===== src/sv/cpd_ram.sv =====
`timescale 1ns / 1ps

// Simple dual-port RAM with one write port and a registered read port.
module cpd_ram #(
    parameter int WIDTH = 32,
    parameter int DEPTH = 64
) (
    input  logic                     i_clk,
    input  logic                     i_we,
    input  logic [$clog2(DEPTH)-1:0] i_waddr,
    input  logic [WIDTH-1:0]         i_wdata,
    input  logic [$clog2(DEPTH)-1:0] i_raddr,
    output logic [WIDTH-1:0]         o_rdata
);
    logic [WIDTH-1:0] r_mem [DEPTH];
    logic [WIDTH-1:0] r_rdata;

    always_ff @(posedge i_clk) begin
        if (i_we) begin
            r_mem[i_waddr] <= i_wdata;
        end
        r_rdata <= r_mem[i_raddr];
    end

    assign o_rdata = r_rdata;
endmodule


===== config.mk =====
export PLATFORM = sky130hd
export DESIGN_NAME = cpd_ram
export DESIGN_NICKNAME = d
export VERILOG_FILES = /design/src/sv/cpd_ram.sv
export SDC_FILE = /design/constraint.sdc
export NUM_CORES = 2
export LEC_CHECK = 0
export BUFFER_PORTS_ARGS = -buffer_cell sky130_fd_sc_hd__buf_2
export CAP_MARGIN = 20
export CORE_MARGIN = 1
export CORE_UTILIZATION = 67
export CTS_BUF_LIST = sky130_fd_sc_hd__clkbuf_8 sky130_fd_sc_hd__clkbuf_16
export DETAILED_ROUTE_END_ITERATION = 16
export PLACE_DENSITY = 0.89
export SLEW_MARGIN = 40
export SYNTH_ARGS = -nofsm -noshare
export SYNTH_HDL_FRONTEND = slang
export SYNTH_SLANG_ARGS = --single-unit

===== constraint.sdc =====
create_clock -name i_clk -period 8.9 [get_ports i_clk]
set_clock_uncertainty 0.15 [all_clocks]
set_input_delay 1.78 -clock i_clk [delete_from_list [all_inputs] [get_ports i_clk]]
set_output_delay 1.78 -clock i_clk [all_outputs]
set_load 0.03 [all_outputs]

After elaboration in Yosys (flattened, before gate mapping). Memory sizes are Yosys's and may differ from the RTL's. A register that Yosys moved wholly into a read port is not among the register bits. Index checks and enable logic that the tools add are counted. Widths: inputs -> output; s select.

Mux-type cells: 2.

Operator list (count): $mux 1 (2).

Register bits: 0. RAM bits: 2048. Input port bits: 46. Output and inout port bits: 32. Logic and storage cells: 3. Memories: 1.

Memory list: r_mem (depth 64, bits a word 32, read ports 1, clocked after Yosys merged registers in 1, write ports 1, RTL line 15) `logic [WIDTH-1:0] r_mem [DEPTH];`.

Longest topological paths before layout.
Depth in word-level cells: 2. Mapped depth: 10.

Worst setup path before layout. Ideal clock, no wire load.

Kind: input to register. From: input i_waddr[3]. To: memory r_mem[48][0] (enable). Library setup time: 0.461 ns. Arrival: 4.479 ns. Data required time: 8.289 ns. Slack: 3.810 ns. Stages on the path: 4. Cell sequence: clkbuf_1 nor2b_1 nand4b_1 nor3_1.

RTL lines: start, declared (RTL line 10) `input logic [$clog2(DEPTH)-1:0] i_waddr,`; end, declared (RTL line 15).

Straight into the memory's write port.

==> reports/results.ini <==
[outcome]
status=completed

[timing]
hold_viol=0
finalMaxSlewViolations=0
clock.fmax_ghz=0.194
fin_setup_tns_ns=0
whs_ns=0.764
period_share_pct=57.8
slew_headroom_pct=30.5
finalSetupViolCount=0
worst_slack_ns=3.75
period_needed_ns=5.15
worstMarginPinSlew_ns=1.04
rsz0062_at_grt=false

[synthesis]
synthCells=3324
synth_cell_types=34
syn_avg_cell_area_um2=23.6
synth_seq_area_share_pct=79.1
synthFlopType=edfxtp_1
async_reset_ff_share_pct=0
synth_nets=3370
ys_warn_count=0
synth_area_um2=78500
synth_enable_flop_cells=2048
ys_ff_latch=2080

[finish]
nFillCells=5379
layout-drive-gt1-share_pct=29.1
layout_common_cells=edfxtp_1 (2048), mux4_2 (544), clkbuf_16 (189), buf_4 (119), mux2i_1 (93)
final_util_pct=75.2
syn2layout_area_growth_pct=11.3
final_nets=3556
final_common_cell=edfxtp_1

[floorplanning]
initial_core_util_pct=67.6
coreArea_um2=116000
die-area_um2=119000
placementRows=125
pin_count=78
fp.dieW_um=344
chipHeight_um=344

[cts]
clkSinkCount=2080
htreeDepth=4
tritoncts=yes
clock_latency_ns=0.83
cts.path.max_buffers=3
clk_pin_slew_ns=0.07
post_cts_resized=0
cts_setup_buffers=0
numCtsBuffers=188
cts_root_buffer=clkbuf_16
hold_buffers=0

[drt]
vias=42600
drt_iter0_drc=8210
route.detailed.drc=0
final_antenna_net_count=0
via_per_inst=8.20
drt-total-wl_um=246000
dr.pass1.iters=6
wl_per_cell_um=47.2

[place]
portBuffers=77
hpwl_um=115000
finalWeightedCongestion=0.849
place_ws_ns=3.27

[worst_setup_path]
cpMaxStageDelayCell=o32ai_1
path_max_fanout=39
critical_path_class=in -> reg
slowest_delay_ns=0.75
critPathCaptureType=flip-flop
crit_path_frequent_cell=buf_4
path_buf_inv=4
path_delay_family=buffers and inverters
worst_ep_arrival_time_ns=5.63
start_kind=input pin
critical_path.cell_chain=buf_8, buf_16, buf_4, buf_4, mux4_2, mux2i_1, nor2_1, o32ai_1, nor3_1
worstPathRequired_ns=9.39

[grt]
grt_pass1_wl_um=330000
grt-ovfl-total=0
grt_pass1_vias=42000
grt_max_degree=116
track_usage_pct=41.8
antenna_found_initial=20

[worst_hold_path]
hp-class=reg -> reg

[power_and_ir_drop]
pwr-share-seq_pct=54.7
power_w=0.0199
leakage_nw=27.4
p_sw_share_pct=22.6
combPwrFrac_pct=5.4
intPower_w=0.0154
ir_drop_mv=0.305
power_switching_w=0.00450
p_per_area_nw_per_um2=228
p_clk_share_pct=39.9

[run]
maxCapViolCount=0

-- worst reg2reg max path, stage by stage (launching register included) --
cell	delay (ns)
edfxtp_1	0.49
mux4_2	0.60
mux4_2	0.48
o22ai_1	0.62
nor2_1	0.36
-- area by class of cell --
class | count | area, µm² | share of cell area (%)
Sequential cell | 2080 | 62100 | 71.1
Multi-Input combinational cell | 1062 | 16000 | 18.4
Clock buffer | 199 | 4870 | 5.57
Tap cell | 1524 | 1910 | 2.18
Timing Repair Buffer | 178 | 1390 | 1.60
Clock inverter | 147 | 998 | 1.14
Antenna cell | 11 | 27.5 | 0.0315
-- power groups by stage --
stage | registers, W | clock network [W] | logic [W]
6_report | 0.0109 | 0.00796 | 0.00108
5_1_grt | 0.0109 | 0.00823 | 0.00109
4_1_cts | 0.0109 | 0.00790 | 0.00104
3_5_place_dp | 0.0111 | 0 | 0.000992
3_3_place_gp | 0.0111 | 0 | 0.000937
2_1_floorplan | 0.0111 | 0 | 0.000527
-- flip-flops by register name, summed over array words and instances, names as in the netlist --
register  flops
o_rdata      32
r_mem      2048
-- metrics by stage --
stage | std cells | instance area (µm²)
global route | 5195 | 87400
detailed placement | 4839 | 81300
finish | 5201 | 87400
CTS | 5185 | 87200
global placement | 4839 | 81200
floorplan | 3324 | 78500
-- cell usage after synthesis, drive strengths merged (12+ instances only) --
library cell | n | share of area [%]
o221ai | 27 | 0.30
a22oi | 12 | 0.11
nand2 | 26 | 0.12
mux4 | 544 | 16
dfxtp | 32 | 0.82
mux2i | 93 | 1.2
clkbuf | 74 | 0.35
nor2b | 15 | 0.12
a21oi | 62 | 0.40
edfxtp | 2048 | 78
nor2 | 137 | 0.65
o22ai | 84 | 0.67
buf | 108 | 0.77
-- cells by family (layout without fill, tap and decap cells) --
family          count (synthesis)  count (layout)  share of synthesized area, %
mux                           637             637                          16.8
compound gates                202             202                          1.67
buf+inv                       182             524                          1.13
simple gates                  223             223                          1.27
other cells                     0              11                             0
flops                        2080            2080                          79.1
-- metal layers --
layer / wire (µm) / track usage [%]
met4: 22500 / 29.4
met1: 71400 / 51.1
met2: 115000 / 65.1
met3: 36400 / 12.0
met5: 140 / 0
-- final timing paths --
check             slack (ns)             endpoint  cells after the start                    start
setup / recovery        3.75  o_rdata[17]$_DFF_P_                      9               i_raddr[0]
hold / removal          0.76  o_rdata[17]$_DFF_P_                      4  r_mem[13][17]$_DFFE_PP_
setup reg to reg        5.99  o_rdata[23]$_DFF_P_                      4  r_mem[39][23]$_DFFE_PP_
hold reg to reg         0.76  o_rdata[17]$_DFF_P_                      4  r_mem[13][17]$_DFFE_PP_
Power figures use the tool's default switching activity.
